==> config.mk <==
export PLATFORM = sky130hd
export DESIGN_NAME = ordered_list_engine_top
export DESIGN_NICKNAME = d
export VERILOG_FILES = /design/src/design/olist_pkg.sv /design/src/design/olist_dp.sv /design/src/design/olist_ctrl.sv /design/src/design/ordered_list_engine_top.sv
export SDC_FILE = /design/constraint.sdc
export NUM_CORES = 1
export LEC_CHECK = 0
export ABC_AREA = 1
export CAP_MARGIN = 30
export CELL_PAD_IN_SITES_DETAIL_PLACEMENT = 1
export CELL_PAD_IN_SITES_GLOBAL_PLACEMENT = 1
export CORE_MARGIN = 5
export CORE_UTILIZATION = 31
export CTS_BUF_LIST = sky130_fd_sc_hd__clkbuf_8
export CTS_CLUSTER_DIAMETER = 60
export CTS_CLUSTER_SIZE = 20
export DETAILED_ROUTE_END_ITERATION = 8
export DONT_BUFFER_PORTS = 1
export GPL_TIMING_DRIVEN = 0
export HOLD_SLACK_MARGIN = 0.05
export MAX_ROUTING_LAYER = met4
export PLACE_DENSITY = 0.53
export SYNTH_ARGS = -nofsm -noshare
export SYNTH_HDL_FRONTEND = slang
export SYNTH_SLANG_ARGS = --single-unit
==> constraint.sdc <==
create_clock -name clk_i -period 4.15 [get_ports clk_i]
set_input_delay 0 -clock clk_i [delete_from_list [all_inputs] [get_ports clk_i]]
set_output_delay 0 -clock clk_i [all_outputs]
set_load 0.02 [all_outputs]
==> src/design/olist_pkg.sv <==
// Shared types and constants for the ordered list engine.
// No dependencies; used by olist_ctrl, olist_dp and ordered_list_engine_top.
`timescale 1ns / 1ps

package olist_pkg;

  localparam int unsigned CAPACITY = 16;

  typedef enum logic [2:0] {
    CMD_INSERT  = 3'd0,
    CMD_REMOVE  = 3'd1,
    CMD_FIND    = 3'd2,
    CMD_REVERSE = 3'd3,
    CMD_CLEAR   = 3'd4,
    CMD_READ    = 3'd5
  } cmd_e;

  typedef enum logic [1:0] {
    ST_OK      = 2'd0,
    ST_RANGE   = 2'd1,
    ST_FULL    = 2'd2,
    ST_MISSING = 2'd3
  } status_e;

  // write data source for the list memory
  typedef enum logic [1:0] {
    WSEL_VALUE = 2'd0,
    WSEL_RDATA = 2'd1,
    WSEL_HOLD  = 2'd2
  } wsel_e;

  typedef struct packed {
    logic [2:0]         command;
    logic [4:0]         position;
    logic signed [31:0] value;
  } in_t;

  typedef struct packed {
    logic [1:0]         status;
    logic [3:0]         found_position;
    logic signed [31:0] read_value;
    logic [4:0]         entry_count;
  } out_t;

  // controller to datapath
  typedef struct packed {
    logic    in_load;
    logic    rd_en;
    logic    wr_en;
    wsel_e   wr_sel;
    logic    hold_en;
    logic    cnt_inc;
    logic    cnt_dec;
    logic    cnt_clr;
    logic    res_load;
    status_e res_status;
    logic [3:0] res_fpos;
    logic    res_rv_en;
  } ctrl_cmd_t;

  // datapath to controller
  typedef struct packed {
    logic [2:0] command;
    logic [4:0] position;
    logic       match;
    logic       out_full;
  } dp_sts_t;

endpackage

==> src/design/olist_dp.sv <==
// Datapath: list memory, entry count, latched command beat and result register.
// Depends on olist_pkg; driven by olist_ctrl.
`timescale 1ns / 1ps

module olist_dp #(
  parameter int unsigned Capacity = olist_pkg::CAPACITY,
  localparam int unsigned AW = (Capacity > 1) ? $clog2(Capacity) : 1,
  localparam int unsigned CW = $clog2(Capacity + 1)
) (
  input  logic                clk_i,
  input  logic                rst_ni,
  input  olist_pkg::in_t      in_data_i,
  input  olist_pkg::ctrl_cmd_t cmd_i,
  input  logic [AW-1:0]       rd_addr_i,
  input  logic [AW-1:0]       wr_addr_i,
  input  logic                out_stall_i,
  output olist_pkg::dp_sts_t  sts_o,
  output logic [CW-1:0]       count_o,
  output logic                out_valid_o,
  output olist_pkg::out_t     out_data_o
);

  logic signed [31:0] mem_q [Capacity];
  logic signed [31:0] rdata_q;
  logic signed [31:0] hold_q;
  logic signed [31:0] wdata;
  olist_pkg::in_t     beat_q;
  logic [CW-1:0]      count_q, count_d;
  logic               out_valid_q, out_valid_d;
  olist_pkg::out_t    out_q;

  always_comb begin
    case (cmd_i.wr_sel)
      olist_pkg::WSEL_RDATA: wdata = rdata_q;
      olist_pkg::WSEL_HOLD:  wdata = hold_q;
      default:               wdata = beat_q.value;
    endcase
  end

  always_ff @(posedge clk_i) begin
    if (cmd_i.wr_en) begin
      mem_q[wr_addr_i] <= wdata;
    end
  end

  always_ff @(posedge clk_i) begin
    if (cmd_i.rd_en) begin
      rdata_q <= mem_q[rd_addr_i];
    end
    if (cmd_i.hold_en) begin
      hold_q <= rdata_q;
    end
    if (cmd_i.in_load) begin
      beat_q <= in_data_i;
    end
  end

  always_comb begin
    count_d = count_q;
    if (cmd_i.cnt_clr) begin
      count_d = '0;
    end else if (cmd_i.cnt_inc) begin
      count_d = count_q + 1'b1;
    end else if (cmd_i.cnt_dec) begin
      count_d = count_q - 1'b1;
    end
  end

  always_comb begin
    out_valid_d = out_valid_q && out_stall_i;
    if (cmd_i.res_load) begin
      out_valid_d = 1'b1;
    end
  end

  always_ff @(posedge clk_i or negedge rst_ni) begin
    if (!rst_ni) begin
      count_q     <= '0;
      out_valid_q <= 1'b0;
    end else begin
      count_q     <= count_d;
      out_valid_q <= out_valid_d;
    end
  end

  always_ff @(posedge clk_i) begin
    if (cmd_i.res_load) begin
      out_q.status         <= cmd_i.res_status;
      out_q.found_position <= cmd_i.res_fpos;
      out_q.read_value     <= cmd_i.res_rv_en ? rdata_q : 32'sd0;
      out_q.entry_count    <= 5'(count_q);
    end
  end

  assign sts_o.command  = beat_q.command;
  assign sts_o.position = beat_q.position;
  assign sts_o.match    = (rdata_q == beat_q.value);
  assign sts_o.out_full = out_valid_q && out_stall_i;

  assign count_o     = count_q;
  assign out_valid_o = out_valid_q;
  assign out_data_o  = out_q;

  a_cnt_inc : assert property (@(posedge clk_i) disable iff (!rst_ni)
    cmd_i.cnt_inc && !cmd_i.cnt_clr |=> count_q == CW'($past(count_q) + 1'b1))
    else $error("count did not step up");

  a_cnt_hold : assert property (@(posedge clk_i) disable iff (!rst_ni)
    !cmd_i.cnt_inc && !cmd_i.cnt_dec && !cmd_i.cnt_clr |=> $stable(count_q))
    else $error("count moved without an update");

  a_cnt_max : assert property (@(posedge clk_i) disable iff (!rst_ni)
    cmd_i.cnt_inc |-> count_q < CW'(Capacity))
    else $error("insert into a full list");

endmodule

==> src/design/olist_ctrl.sv <==
// Controller: sequences each command over the list memory in olist_dp.
// Depends on olist_pkg.
`timescale 1ns / 1ps

module olist_ctrl #(
  parameter int unsigned Capacity = olist_pkg::CAPACITY,
  localparam int unsigned AW = (Capacity > 1) ? $clog2(Capacity) : 1,
  localparam int unsigned CW = $clog2(Capacity + 1),
  localparam int unsigned PW = ((CW > 5) ? CW : 5) + 1
) (
  input  logic                 clk_i,
  input  logic                 rst_ni,
  input  logic                 in_valid_i,
  output logic                 in_stall_o,
  input  olist_pkg::dp_sts_t   sts_i,
  input  logic [CW-1:0]        count_i,
  output olist_pkg::ctrl_cmd_t cmd_o,
  output logic [AW-1:0]        rd_addr_o,
  output logic [AW-1:0]        wr_addr_o
);

  typedef enum logic [9:0] {
    S_IDLE     = 10'b00_0000_0001,
    S_DECODE   = 10'b00_0000_0010,
    S_COPY     = 10'b00_0000_0100,
    S_INS_PUT  = 10'b00_0000_1000,
    S_REM_FIN  = 10'b00_0001_0000,
    S_FIND     = 10'b00_0010_0000,
    S_REV_RDLO = 10'b00_0100_0000,
    S_REV_RDHI = 10'b00_1000_0000,
    S_REV_WRLO = 10'b01_0000_0000,
    S_REV_WRHI = 10'b10_0000_0000
  } state_e;

  // done flag: command finished, result waits to be loaded into the output register
  state_e             state_q, state_d;
  logic               done_q, done_d;
  logic [CW-1:0]      c_q, c_d;          // walking cursor, low end for reverse
  logic [CW-1:0]      end_q, end_d;      // last cursor value, high end for reverse
  logic               down_q, down_d;    // copy walks downwards (insert)
  logic               more_q, more_d;    // reads still to issue in a copy walk
  logic               pend_q, pend_d;    // a read is in flight
  logic [CW-1:0]      pend_addr_q, pend_addr_d;
  olist_pkg::status_e st_q, st_d;
  logic [3:0]         fpos_q, fpos_d;
  logic               rv_en_q, rv_en_d;

  logic [PW-1:0] pos_x, cnt_x;

  assign pos_x = PW'(sts_i.position);
  assign cnt_x = PW'(count_i);

  always_comb begin
    state_d     = state_q;
    done_d      = done_q;
    c_d         = c_q;
    end_d       = end_q;
    down_d      = down_q;
    more_d      = more_q;
    pend_d      = pend_q;
    pend_addr_d = pend_addr_q;
    st_d        = st_q;
    fpos_d      = fpos_q;
    rv_en_d     = rv_en_q;

    cmd_o            = '0;
    cmd_o.wr_sel     = olist_pkg::WSEL_VALUE;
    cmd_o.res_status = st_q;
    cmd_o.res_fpos   = fpos_q;
    cmd_o.res_rv_en  = rv_en_q;
    rd_addr_o        = c_q[AW-1:0];
    wr_addr_o        = c_q[AW-1:0];

    if (done_q) begin
      // result waits for the output register
      if (!sts_i.out_full) begin
        cmd_o.res_load = 1'b1;
        done_d         = 1'b0;
        state_d        = S_IDLE;
      end
    end else begin
      unique case (state_q)
        S_IDLE: begin
          if (in_valid_i) begin
            cmd_o.in_load = 1'b1;
            state_d       = S_DECODE;
          end
        end

        S_DECODE: begin
          st_d    = olist_pkg::ST_OK;
          fpos_d  = '0;
          rv_en_d = 1'b0;
          pend_d  = 1'b0;
          done_d  = 1'b1;
          unique case (sts_i.command)
            olist_pkg::CMD_INSERT: begin
              if (pos_x > cnt_x) begin
                st_d = olist_pkg::ST_RANGE;
              end else if (cnt_x >= PW'(Capacity)) begin
                st_d = olist_pkg::ST_FULL;
              end else if (pos_x == cnt_x) begin
                done_d  = 1'b0;
                state_d = S_INS_PUT;
              end else begin
                c_d     = count_i - 1'b1;
                end_d   = CW'(sts_i.position);
                down_d  = 1'b1;
                more_d  = 1'b1;
                done_d  = 1'b0;
                state_d = S_COPY;
              end
            end
            olist_pkg::CMD_REMOVE: begin
              if (pos_x >= cnt_x) begin
                st_d = olist_pkg::ST_RANGE;
              end else if (pos_x + 1'b1 < cnt_x) begin
                c_d     = CW'(sts_i.position) + 1'b1;
                end_d   = count_i - 1'b1;
                down_d  = 1'b0;
                more_d  = 1'b1;
                done_d  = 1'b0;
                state_d = S_COPY;
              end else begin
                done_d  = 1'b0;
                state_d = S_REM_FIN;
              end
            end
            olist_pkg::CMD_FIND: begin
              if (count_i == '0) begin
                st_d = olist_pkg::ST_MISSING;
              end else begin
                c_d     = '0;
                done_d  = 1'b0;
                state_d = S_FIND;
              end
            end
            olist_pkg::CMD_REVERSE: begin
              if (cnt_x > PW'(1)) begin
                c_d     = '0;
                end_d   = count_i - 1'b1;
                done_d  = 1'b0;
                state_d = S_REV_RDLO;
              end
            end
            olist_pkg::CMD_CLEAR: begin
              cmd_o.cnt_clr = 1'b1;
            end
            olist_pkg::CMD_READ: begin
              if (pos_x >= cnt_x) begin
                st_d = olist_pkg::ST_RANGE;
              end else begin
                // data lands in rdata and stays there until the result is taken
                cmd_o.rd_en = 1'b1;
                rd_addr_o   = AW'(sts_i.position);
                rv_en_d     = 1'b1;
              end
            end
            default: ;
          endcase
        end

        // shift walk: read one entry a cycle, write it one place over in the cycle after its read
        S_COPY: begin
          if (pend_q) begin
            cmd_o.wr_en  = 1'b1;
            cmd_o.wr_sel = olist_pkg::WSEL_RDATA;
            wr_addr_o    = pend_addr_q[AW-1:0];
          end
          if (more_q) begin
            cmd_o.rd_en = 1'b1;
            rd_addr_o   = c_q[AW-1:0];
            pend_d      = 1'b1;
            pend_addr_d = down_q ? c_q + 1'b1 : c_q - 1'b1;
            if (c_q == end_q) begin
              more_d = 1'b0;
            end else begin
              c_d = down_q ? c_q - 1'b1 : c_q + 1'b1;
            end
          end else begin
            pend_d  = 1'b0;
            state_d = down_q ? S_INS_PUT : S_REM_FIN;
          end
        end

        S_INS_PUT: begin
          cmd_o.wr_en   = 1'b1;
          cmd_o.wr_sel  = olist_pkg::WSEL_VALUE;
          wr_addr_o     = AW'(sts_i.position);
          cmd_o.cnt_inc = 1'b1;
          done_d        = 1'b1;
        end

        S_REM_FIN: begin
          cmd_o.cnt_dec = 1'b1;
          done_d        = 1'b1;
        end

        S_FIND: begin
          if (pend_q && sts_i.match) begin
            fpos_d = 4'(pend_addr_q);
            done_d = 1'b1;
          end else if (c_q < count_i) begin
            cmd_o.rd_en = 1'b1;
            rd_addr_o   = c_q[AW-1:0];
            pend_d      = 1'b1;
            pend_addr_d = c_q;
            c_d         = c_q + 1'b1;
          end else begin
            st_d   = olist_pkg::ST_MISSING;
            done_d = 1'b1;
          end
        end

        S_REV_RDLO: begin
          cmd_o.rd_en = 1'b1;
          rd_addr_o   = c_q[AW-1:0];
          state_d     = S_REV_RDHI;
        end

        S_REV_RDHI: begin
          cmd_o.rd_en   = 1'b1;
          rd_addr_o     = end_q[AW-1:0];
          cmd_o.hold_en = 1'b1;
          state_d       = S_REV_WRLO;
        end

        S_REV_WRLO: begin
          cmd_o.wr_en  = 1'b1;
          cmd_o.wr_sel = olist_pkg::WSEL_RDATA;
          wr_addr_o    = c_q[AW-1:0];
          state_d      = S_REV_WRHI;
        end

        S_REV_WRHI: begin
          cmd_o.wr_en  = 1'b1;
          cmd_o.wr_sel = olist_pkg::WSEL_HOLD;
          wr_addr_o    = end_q[AW-1:0];
          if (PW'(c_q) + PW'(2) < PW'(end_q)) begin
            c_d     = c_q + 1'b1;
            end_d   = end_q - 1'b1;
            state_d = S_REV_RDLO;
          end else begin
            done_d = 1'b1;
          end
        end

        default: state_d = S_IDLE;
      endcase
    end
  end

  always_ff @(posedge clk_i or negedge rst_ni) begin
    if (!rst_ni) begin
      state_q <= S_IDLE;
      done_q  <= 1'b0;
      pend_q  <= 1'b0;
      more_q  <= 1'b0;
    end else begin
      state_q <= state_d;
      done_q  <= done_d;
      pend_q  <= pend_d;
      more_q  <= more_d;
    end
  end

  always_ff @(posedge clk_i) begin
    c_q         <= c_d;
    end_q       <= end_d;
    down_q      <= down_d;
    pend_addr_q <= pend_addr_d;
    st_q        <= st_d;
    fpos_q      <= fpos_d;
    rv_en_q     <= rv_en_d;
  end

  assign in_stall_o = (state_q != S_IDLE) || done_q;

  a_res_room : assert property (@(posedge clk_i) disable iff (!rst_ni)
    cmd_o.res_load |-> !sts_i.out_full)
    else $error("result loaded over a waiting beat");

  a_accept_decode : assert property (@(posedge clk_i) disable iff (!rst_ni)
    cmd_o.in_load |=> state_q == S_DECODE && !done_q)
    else $error("accepted beat not decoded");

  a_port_clash : assert property (@(posedge clk_i) disable iff (!rst_ni)
    cmd_o.rd_en && cmd_o.wr_en |-> rd_addr_o != wr_addr_o)
    else $error("read and write hit the same entry");

endmodule

==> src/design/ordered_list_engine_top.sv <==
// Insert and remove shift the tail of the list one place over, find scans up from
// entry zero until a match, and reverse swaps pairs from both ends inwards through
// its read-low, read-high, write-low and write-high states; the shift and the scan
// walk the list memory one entry a cycle.
// One command is in work at a time; the next beat is taken once its result is queued.
// Reset clears the entry count and handshake state; list contents stay undefined.
`timescale 1ns / 1ps

module ordered_list_engine_top #(
  parameter int unsigned Capacity = olist_pkg::CAPACITY
) (
  input  logic            clk_i,
  input  logic            rst_ni,
  input  logic            in_valid_i,
  output logic            in_stall_o,
  input  olist_pkg::in_t  in_data_i,
  output logic            out_valid_o,
  input  logic            out_stall_i,
  output olist_pkg::out_t out_data_o
);

  localparam int unsigned AW = (Capacity > 1) ? $clog2(Capacity) : 1;
  localparam int unsigned CW = $clog2(Capacity + 1);

  olist_pkg::ctrl_cmd_t cmd;
  olist_pkg::dp_sts_t   sts;
  logic [AW-1:0]        rd_addr;
  logic [AW-1:0]        wr_addr;
  logic [CW-1:0]        count;

  olist_ctrl #(
    .Capacity(Capacity)
  ) u_ctrl (
    .clk_i     (clk_i),
    .rst_ni    (rst_ni),
    .in_valid_i(in_valid_i),
    .in_stall_o(in_stall_o),
    .sts_i     (sts),
    .count_i   (count),
    .cmd_o     (cmd),
    .rd_addr_o (rd_addr),
    .wr_addr_o (wr_addr)
  );

  olist_dp #(
    .Capacity(Capacity)
  ) u_dp (
    .clk_i      (clk_i),
    .rst_ni     (rst_ni),
    .in_data_i  (in_data_i),
    .cmd_i      (cmd),
    .rd_addr_i  (rd_addr),
    .wr_addr_i  (wr_addr),
    .out_stall_i(out_stall_i),
    .sts_o      (sts),
    .count_o    (count),
    .out_valid_o(out_valid_o),
    .out_data_o (out_data_o)
  );

endmodule
# Word-level counts from Yosys, hierarchy flattened
# Memory sizes are Yosys's and may differ from the RTL's. A register that Yosys moved wholly into a read port is not among the register bits.
# Cells that the tools add are included.
[word_totals] wordCells=232 inputBits=44 mem_count=1 output_inout_bits=45 reg_bits=156 ram_bits=512
[classes] n_eq_ne=54 bitwise=1 magnitude_cmp=7 muxes=113 reduce_logical=27 n_addsub=8
[memory_table] memory="u_dp.mem_q" depth=16 width=32 rd=1 rd_ports_with_merged_regs=1 wr=1 line="olist_dp.sv:23" text="logic signed [31:0] mem_q [Capacity];"
[ops] cell="$mux 5" count=25
[ops] cell="$mux 10" count=10
[ops] cell="$pmux 10 s8" count=1
[ops] cell="$pmux 32 s2" count=1
[ops] cell="$mux 4" count=11
[ops] cell="$pmux 10 s4" count=1
[ops] cell="$pmux 5 s4" count=2
[ops] cell="$mux 1" count=39
[ops] cell="$eq 32x32->1" count=1
[ops] cell="$pmux 4 s2" count=3
[ops] cell="$ne 3x3->1 const B" count=6
[ops] cell="$ne 2x2->1 const B" count=8
[ops] cell="$ne 4x3->1 const B" count=4
[ops] cell="$reduce_and 8->1" count=2
[ops] cell="$add 5x1->5 const B" count=3
[ops] cell="$pmux 5 s3" count=1
[ops] cell="$reduce_and 15->1" count=1
[ops] cell="$sub 5x1->5 const B" count=3
[ops] cell="$lt 6x5->1" count=2
[ops] cell="$ne 2x1->1 const B" count=6
[ops] cell="$ne 3x2->1 const B" count=4
[ops] cell="$pmux 1 s4" count=3
[ops] cell="$pmux 3 s4" count=1
[ops] cell="$pmux 4 s3" count=1
[ops] cell="53 further kinds" count=71

# Longest topological paths before layout
# Gate-level depths: netlist of run 1.
[depth] depth_word=8 depth_mapped=20

# Hierarchy
# From an unflattened synthesis of run 1, not the netlist that was laid out.
[hier_totals] hier_cells=2757 hier_area_um2=31213.7
[by_module_without_submodules] module="olist_dp" area_each_um2=27440.1 cells_per_inst=2198 n_inst=1 seq_area_each_um2=19939.1
[by_module_without_submodules] module="olist_ctrl" area_each_um2=3773.6 cells_per_inst=559 n_inst=1 seq_area_each_um2=987.2

# Least setup slack after synthesis of run 1
# OpenSTA, ideal clock, no wires.
[synth_timing] path_kind="register to register" from="reg u_dp.count_q[2] (netlist: u_dp.count_o[2])" to="reg u_dp.rdata_q[0], read port of u_dp.mem_q (enable)" setup_time_ns=0.432 required_ns=3.718 n_path_buf=1 path_slack_ns=0.456 path_stages_with_launch=11 arrival_ns=3.262 path_cell_list="dfrtp_1 > clkbuf_1 > inv_1 > ha_1 > nand2_1 > nand2_1 > a21oi_1 > nand4_1 > nor2_2 > nor3_1 > a21oi_1"
[synth_lines] item="from (decl)" line="olist_dp.sv:28" text="logic [CW-1:0] count_q, count_d;"
[synth_lines] item="from (signal assigned)" line="olist_dp.sv:81" text="count_q <= count_d;"
[synth_lines] item="to (decl)" line="olist_dp.sv:24" text="logic signed [31:0] rdata_q;"

# Worst setup path after layout of run 1
[layout_timing] from="reg u_ctrl.state_q[7]" to="mem u_dp.mem_q[10][28] (data pin)"
[layout_between] elab_chain_len=5
[layout_rtl] item="from (decl)" line="olist_ctrl.sv:36" text="state_e state_q, state_d;"
[layout_rtl] item="from (signal assigned)" line="olist_ctrl.sv:260" text="state_q <= state_d;"
[layout_rtl] item="$eq 10x10->1, or another cell as far along" line="olist_ctrl.sv:82" text="unique case (state_q)"
[layout_rtl] item="$pmux 3 s4 *" line="olist_ctrl.sv:82"
[layout_rtl] item="$mux 9 *" line="olist_ctrl.sv:74" text="if (done_q) begin"
[layout_rtl] item="$eq 2x2->1 or $eq 2x1->1 (tied branches)" line="olist_dp.sv:33" text="case (cmd_i.wr_sel)"
[layout_rtl] item="$pmux 32 s2 *" line="olist_dp.sv:33"
[layout_rtl] item="named net u_dp.wdata[28]" line="olist_dp.sv:26" text="logic signed [31:0] wdata;"
[layout_rtl] item="to (decl)" line="olist_dp.sv:23"
# The timed path passes the listed nets; every way through them passes the cells marked *.

==> metrics.md, run 1 <==
| Metric | Value |
|---|---|
| Int Pwr | 12.9 mW |
| Initial antenna violation count | 9 |
| Reg-to-reg endpoint | u_dp.mem_q[10][28] |
| R2r setup slk | 0.15 ns |
| Setup-failing EPs final | 0 |
| Final WL | 118000 um |
| Boundary Pins | 89 |
| CTS Buf Count | 75 |
| Post-DP HPWL | 84500 um |
| Initial DRC count | 1885 |
| Core Rows | 117 |
| Largest family of logic cells by synthesized area | simple AND/OR/NAND/NOR gates |
| Sw Pwr | 8.25 mW |
| Post-Synth Adder-Cell Area | 1.26% |
| Power share of the combinational group | 31.8% |
| Global Route Usage Sum | 22.0% |
| Net Sw Frac | 39.0% |
| Share of the synthesized area in the top cell type | 64.3% |
| Slew headroom | 28.0% |
| Hold Path Depth | 5 |
| #FFs+latches synth | 700 |
| Leakage power | 15.2 nW |
| Unrepaired setup endpoints after global routing | no |
| Chip Width | 330 um |
| Die ar. | 0.109 mm^2 |
| DRT Pass-1 Iters | 5 |
| Multi-input combinational cell area | 0.00884 mm^2 |
| Final Hold Fails | 0 |
| Core footprint | 0.102 mm^2 |
| Cell variety after synth | 47 |
| Worst skew pair latency | 0.75 ns |
| Fin crit share | 96.4% |
| CTS Sinks | 700 |
| First-pass GRT wire length | 170000 um |
| Hold crit path type | in2reg |
| WHS | 0.118 ns |
| Die Y | 330 um |
| Gpl congestion | 0.860 |
| # fillers | 11300 |
| Max Clock Skew | 0.0487 ns |
| Post-synthesis compound-gate area fraction | 3.30% |
| Fin. max-slew vios | 0 |
| R2r startpoint | u_ctrl.state_q[7] |
| Syn nets | 3136 |
| Vias per cell | 5.02 |
| Most frequent cells in the layout | nand2_1 (754), edfxtp_1 (681), nand3_1 (615), inv_1 (398), dlygate4sd3_1 (85) |
| Largest cells by area after synthesis | edfxtp_1 (64%), nand3_1 (9.7%), nand2_1 (8.9%) |
| Seq pwr share | 42.2% |
| Clk slew on worst S/H paths | 0.10 ns |
| Hold wc startpoint | out_stall_i |
| Reg area | 0.0209 mm^2 |
| Cells after DPL | 4487 |
| Crit end category | flop |
| Maximum achievable frequency | 0.250 GHz |
| Max clock buf depth | 3 |
| Commonest register cell after synthesis | edfxtp_1 |
| Reg2Reg Depth | 12 |
| Setup CP Type | reg2reg |
| H-tree depth | 3 |
| Final min period | 4.00 ns |
| Register area share after synthesis | 65.8% |
| Vias in the first global route | 24600 |
| CTS tree | built |
| Syn Inst Count | 3060 |
| CP arrival | 4.57 ns |
| Synth Area in Simple Gates | 21.5% |
| Drt drc | 0 |
| Largest net degree at the start of global routing | 45 |
| Max-cap violations | 0 |
| Power density over cell area | 559 mW/mm^2 |
| WP data required | 4.72 ns |
| Synth async-reset ratio | 2.71% |
| Fraction of layout cells with a size suffix above 1 | 12.9% |
| CTS Root Cell | clkbuf_8 |
| DR WL/cell | 24.9 um |
| Post-Layout Cell Count | 4742 |
| VDD IR-drop max | 0.000292 V |
| Critical Path Start | u_ctrl.state_q[7] |
| Commonest non-fill, non-tap cell in the layout | nand2_1 |
| Largest fanout on the critical path | 12 |
| Starting density of the core | 31.2% |
| Via count | 23800 |
| CP startpoint kind | flop |
| Hold endpoint | u_ctrl.state_q[7] |
| Outcome | completed |
| Post-route ant nets | 0 |
| Fin util | 37.2% |
| Setup TNS | 0 ns |
| Syn_area_per_cell | 10.4 um^2 |
| Clock share of power | 25.9% |
| Xor and xnor area share after synthesis | 0.826% |
| Cell taking the most area after synthesis | edfxtp_1 |
| Syn-to-layout area delta | 19.0% |
| PortBufs | 0 |
| Synth warn | 0 |
| GRT overflow | 0 |
| Post-synth design cell area | 0.0318 mm^2 |
| Post-synth EDFFs | 681 |
| Final nets | 3385 |
| Worst-Margin Slew | 1.07 ns |
| Fraction of synthesized area in multiplexers | 0.0354% |
==> final cells by class <==
type | count | share of cell area [%]
Buffer | 157 | 2.30
Sequential cell | 700 | 55.3
Inverter | 408 | 4.07
Multi-Input combinational cell | 1794 | 23.4
Clock inverter | 63 | 2.04
Timing Repair Buffer | 173 | 5.61
Antenna cell | 2 | 0.0132
Tap cell | 1368 | 4.52
Clock buffer | 77 | 2.80
==> layer usage <==
| layer | wire length (um) | GRT usage (%) | vias up |
|---|---|---|---|
| met2 | 56300 | 36.1 | 680 |
| met1 | 52700 | 29.2 | 12100 |
| li1 | - | - | 10900 |
| met4 | 3290 | 5.78 | 0 |
| met5 | 0 | - | - |
| met3 | 6030 | 2.80 | 176 |
==> worst max-delay path, stage by stage (launching register included) <==
cell      delay [ns]
dfrtp_1         0.44
nor2_2          0.21
nand2_2         0.14
inv_1           0.22
nand2_1         0.18
nor3_4          0.38
nand2_1         0.22
inv_1           0.12
ha_1            0.39
clkbuf_1        0.48
a21oi_1         0.17
a22oi_2         0.51
buf_4           0.32
==> power groups by stage <==
stage	combinational, mW	clock (mW)	sequential [mW]
after CTS	6.66	5.63	8.93
after detailed placement	6.52	0	9.09
final	6.74	5.49	8.94
after floorplan	3.56	0	9.00
after global routing	7.27	5.92	8.97
after global placement	6.12	0	9.14
==> timing repair <==
item,4_1_cts,5_1_grt
gates resized for setup,37,44
endpoints found under the hold margin,147,0
hold buffers,85,0
endpoints found under the setup margin,269,398
setup buffers,8,20
pin swaps,6,10
==> per-stage QoR <==
stage          setup slack [ns]  total power, mW  area (um^2)
3_3_place_gp              -2.44             15.3        33500
2_1_floorplan             0.456             12.6        31800
3_5_place_dp             -0.350             15.6        34600
5_1_grt                 0.00646             22.2        37900
6_report                  0.149             21.2        37900
4_1_cts                0.000594             21.2        37500
==> worst max-delay path by stage <==
stage / slack (ns) / end / cells past startpoint
3_5_place_dp: -0.35 / u_dp.mem_q[8][22] / 11
2_1_floorplan: 0.46 / u_dp.rdata_q[0] / 10
6_report: 0.15 / u_dp.mem_q[10][28] / 12
5_1_grt: 0.006 / u_dp.rdata_q[1] / 18
3_3_place_gp: -2.44 / u_dp.mem_q[9][26] / 11
4_1_cts: 0.0006 / u_dp.rdata_q[2] / 18
==> registers in the layout (all words and copies together) (netlist names) <==
name,cells
u_ctrl.c_q,5
u_ctrl.done_q,1
u_ctrl.down_q,1
u_ctrl.end_q,5
u_ctrl.fpos_q,4
u_ctrl.more_q,1
u_ctrl.pend_addr_q,4
u_ctrl.pend_q,1
u_ctrl.rv_en_q,1
u_ctrl.st_q,2
u_ctrl.state_q,10
u_dp.beat_q,32
u_dp.count_o,5
u_dp.hold_q,32
u_dp.mem_q,512
u_dp.out_data_o,43
u_dp.out_valid_o,1
u_dp.rdata_q,32
u_dp.sts_o,8
==> cell usage after synthesis, types with 23 or more instances <==
cell type / number
a21oi_1: 60
a22oi_1: 25
buf_2: 74
clkbuf_1: 53
edfxtp_1: 681
ha_1: 32
inv_1: 400
nand2_1: 758
nand3_1: 615
nand4_1: 26
nor2_1: 83
o21ai_0: 57
xor2_1: 23
==> logic make-up (layout without fill, tap and decap cells) <==
family | after synthesis | after routing
AND/OR/NAND/NOR | 1551 | 1551
adder cells (fa/ha/maj) | 32 | 32
AO/OA/AOI/OAI | 180 | 180
buffers and inverters | 566 | 878
XOR/XNOR | 30 | 30
flip-flops | 700 | 700
multiplexers | 1 | 1
other | 0 | 2
(Power assumes the default switching activity.)
==> run 2, diff against run 1 <==
- RECOVER_POWER: default -> 100
- REMOVE_ABC_BUFFERS: default -> 1
==> run 2 against run 1 <==
Compared with the run above:
- the flow now finishes with violations (capacitance limit, slew limit)
- wire length shrank 5.3%
- first-iteration DRC count shrank 7.6%
- combinational power shrank 15%
- utilization shrank 0.65 points
- largest power group unchanged
==> metrics.md, run 2 (same netlist as run 1, synthesis figures left out) <==
| Metric | Value |
|---|---|
| Post-DP HPWL | 69800 um (was 84500 um) |
| Hold crit path type | in2async (was in2reg) |
| Initial DRC count | 1741 (was 1885) |
| CTS Sinks | 700 (unchanged) |
| CP arrival | 4.44 ns (was 4.57 ns) |
| Global Route Usage Sum | 20.6% (was 22.0%) |
| Crit end category | flop (unchanged) |
| Fin worst setup slack | 0.190 ns (was 0.149 ns) |
| Largest fanout on the critical path | 37 (was 12) |
| Worst skew pair latency | 0.74 ns (was 0.75 ns) |
| Core footprint | 0.102 mm^2 (unchanged) |
| Power share of the combinational group | 29.0% (was 31.8%) |
| Setup slack at placement | -0.607 ns (was -0.350 ns) |
| Max-cap violations | 1 (was 0) |
| Design area | 0.0372 mm^2 (was 0.0379 mm^2) |
| Core Rows | 117 (unchanged) |
| Die ar. | 0.109 mm^2 (unchanged) |
| Slew headroom | -32.8% (was 28.0%) |
| PortBufs | 0 (unchanged) |
| Leakage power | 14.8 nW (was 15.2 nW) |
| Die Y | 330 um (unchanged) |
| Fin crit share | 95.4% (was 96.4%) |
| Max Clock Skew | 0.0600 ns (was 0.0487 ns) |
| Post-route ant nets | 0 (unchanged) |
| Placement Cell Area | 0.0344 mm^2 (was 0.0346 mm^2) |
| Failing checks | capacitance limit, slew limit |
| GRT overflow | 0 (unchanged) |
| Drt drc | 0 (unchanged) |
| Fraction of layout cells with a size suffix above 1 | 9.78% (was 12.9%) |
| Largest net degree at the start of global routing | 127 (was 45) |
| Vias per cell | 5.09 (was 5.02) |
| Final nets | 3248 (was 3385) |
| R2r setup slk | 0.19 ns (was 0.15 ns) |
| Largest register FFs | 512 (unchanged) |
| Worst-path cell chain | nor2_1 > nand2_1 > nor3_2 > nand2_1 > nand2_4 > nand2_2 > inv_1 > o21ai_2 > buf_16 > buf_8 > inv_8 > buf_8 > nand3_1 > nand3_1 > nand2_1 (was nor2_2 > nand2_2 > inv_1 > nand2_1 > nor3_4 > nand2_1 > inv_1 > ha_1 > clkbuf_1 > a21oi_1 > a22oi_2 > buf_4) |
| Multi-input combinational cell area | 0.00890 mm^2 (was 0.00884 mm^2) |
| DRT Pass-1 Iters | 5 (unchanged) |
| # fillers | 11300 (unchanged) |
| CTS tree | built (unchanged) |
| DR WL/cell | 24.4 um (was 24.9 um) |
| R2r startpoint | u_ctrl.state_q[0] (was u_ctrl.state_q[7]) |
| CP most frequent cell | nand2_1 |
| Clock share of power | 25.3% (was 25.9%) |
| Reg2Reg Depth | 15 (was 12) |
| Reg area | 0.0209 mm^2 (about the same) |
| Unrepaired setup endpoints after global routing | no (unchanged) |
| Clk slew on worst S/H paths | 0.11 ns (was 0.10 ns) |
| Syn-to-layout area delta | 16.9% (was 19.0%) |
| Setup CP Type | reg2reg (unchanged) |
| Commonest non-fill, non-tap cell in the layout | nand2_1 (unchanged) |
| CTS Buf Count | 72 (was 75) |
| Most flop-heavy register | u_dp.mem_q (unchanged) |
| WP data required | 4.63 ns (was 4.72 ns) |
| Boundary Pins | 89 (unchanged) |
| Final min period | 3.96 ns (was 4.00 ns) |
| Max stage delay on crit path | 0.42 ns (was 0.51 ns) |
| H-tree depth | 3 (unchanged) |
| Reg-to-reg endpoint | u_dp.rdata_q[6] (was u_dp.mem_q[10][28]) |
| VDD IR-drop max | 0.000341 V (was 0.000292 V) |
| Setup-failing EPs final | 0 (unchanged) |
| Final WL | 112000 um (was 118000 um) |
| Net Sw Frac | 37.8% (was 39.0%) |
| CP startpoint kind | flop (unchanged) |
| Outcome | finished with violations (was completed) |
| Via count | 23400 (was 23800) |
| Maximum achievable frequency | 0.253 GHz (was 0.250 GHz) |
| Fin. max-slew vios | 22 (was 0) |
| Gpl congestion | 0.847 (was 0.860) |
| Max clock buf depth | 3 (unchanged) |
| Starting density of the core | 31.2% (unchanged) |
| Slowest cell on the critical path | buf_8 (was a22oi_2) |
| CTS Root Cell | clkbuf_8 (unchanged) |
| Chip Width | 330 um (unchanged) |
| Power density over cell area | 534 mW/mm^2 (was 559 mW/mm^2) |
| Vias in the first global route | 23800 (was 24600) |
| Final Hold Fails | 0 (unchanged) |
| Initial antenna violation count | 1 (was 9) |
| Setup TNS | 0 ns (unchanged) |
| Fin util | 36.5% (was 37.2%) |
| Sw Pwr | 7.52 mW (was 8.25 mW) |
| Total power | 19.9 mW (was 21.2 mW) |
| First-pass GRT wire length | 161000 um (was 170000 um) |
| Worst-Margin Slew | 1.99 ns (was 1.07 ns) |
| Int Pwr | 12.4 mW (was 12.9 mW) |
| Most frequent cells in the layout | nand2_1 (754), edfxtp_1 (681), nand3_1 (615), inv_1 (400), dlygate4sd3_1 (85) (was nand2_1 (754), edfxtp_1 (681), nand3_1 (615), inv_1 (398), dlygate4sd3_1 (85)) |
| Seq pwr share | 45.6% (was 42.2%) |
-- run 2: through the flow --
step / std cells / hold slack, ns
2_1_floorplan: 2902 / -0.296
3_3_place_gp: 4270 / -0.295
3_5_place_dp: 4332 / -0.295
4_1_cts: 4561 / 0.197
5_1_grt: 4601 / 0.0666
6_report: 4602 / 0.103
-- run 2: critical path: cells and delay by family (launching register included) --
family	cells	cell delay [ns]
AOI/OAI and AO/OA	1	0.16
and+or+nand+nor	9	1.90
buffers and inverters	5	1.21
DFF	1	0.41
-- run 2: power by group through the flow --
| stage | clock [mW] | sequential [mW] | combinational (mW) |
|---|---|---|---|
| 2_1_floorplan | 0 | 9.04 | 3.40 |
| 3_5_place_dp | 0 | 9.22 | 5.55 |
| 5_1_grt | 5.50 | 9.10 | 6.33 |
| 3_3_place_gp | 0 | 9.28 | 5.40 |
| 6_report | 5.04 | 9.07 | 5.76 |
| 4_1_cts | 5.21 | 9.07 | 5.78 |
-- run 2: final cells by class --
cell class / instances / share of cell area (%)
antenna: 2 / 0.0135
clock buffer: 73 / 2.70
clock inverter: 61 / 1.73
inverter: 408 / 4.17
multi-input combinational: 1797 / 23.9
sequential: 700 / 56.3
tap: 1368 / 4.60
timing repair buffer: 193 / 6.58
-- run 2: per-layer routing --
layer | wire length (um) | up-vias | track usage (%)
met3 | 4700 | 154 | 2.29
met4 | 2510 | 0 | 5.05
met1 | 52700 | 12100 | 28.2
met5 | 0 | - | -
met2 | 52200 | 590 | 33.2
li1 | - | 10600 | -
-- run 2: worst max path at each step --
| stage | from | end | slack [ns] | depth (start not counted) |
|---|---|---|---|---|
| final | u_ctrl.state_q[0] | u_dp.rdata_q[6] | 0.19 | 15 |
| after floorplan | u_dp.count_o[4] | u_dp.rdata_q[13] | -6.24 | 17 |
| after CTS | u_ctrl.state_q[4] | u_dp.mem_q[11][23] | -0.12 | 14 |
| after global routing | u_ctrl.state_q[1] | u_dp.rdata_q[6] | 0.01 | 15 |
| after detailed placement | u_ctrl.done_q | u_dp.rdata_q[1] | -0.61 | 13 |
| after global placement | u_dp.count_o[4] | u_dp.rdata_q[6] | -17.73 | 16 |
-- run 2: what timing repair did --
item,4_1_cts,5_1_grt
cloned,4,3
hold buffers,85,0
setup buffers,6,27
endpoints found under the setup margin,820,489
resized for setup,19,20
pin swaps,10,14
endpoints found under the hold margin,108,0
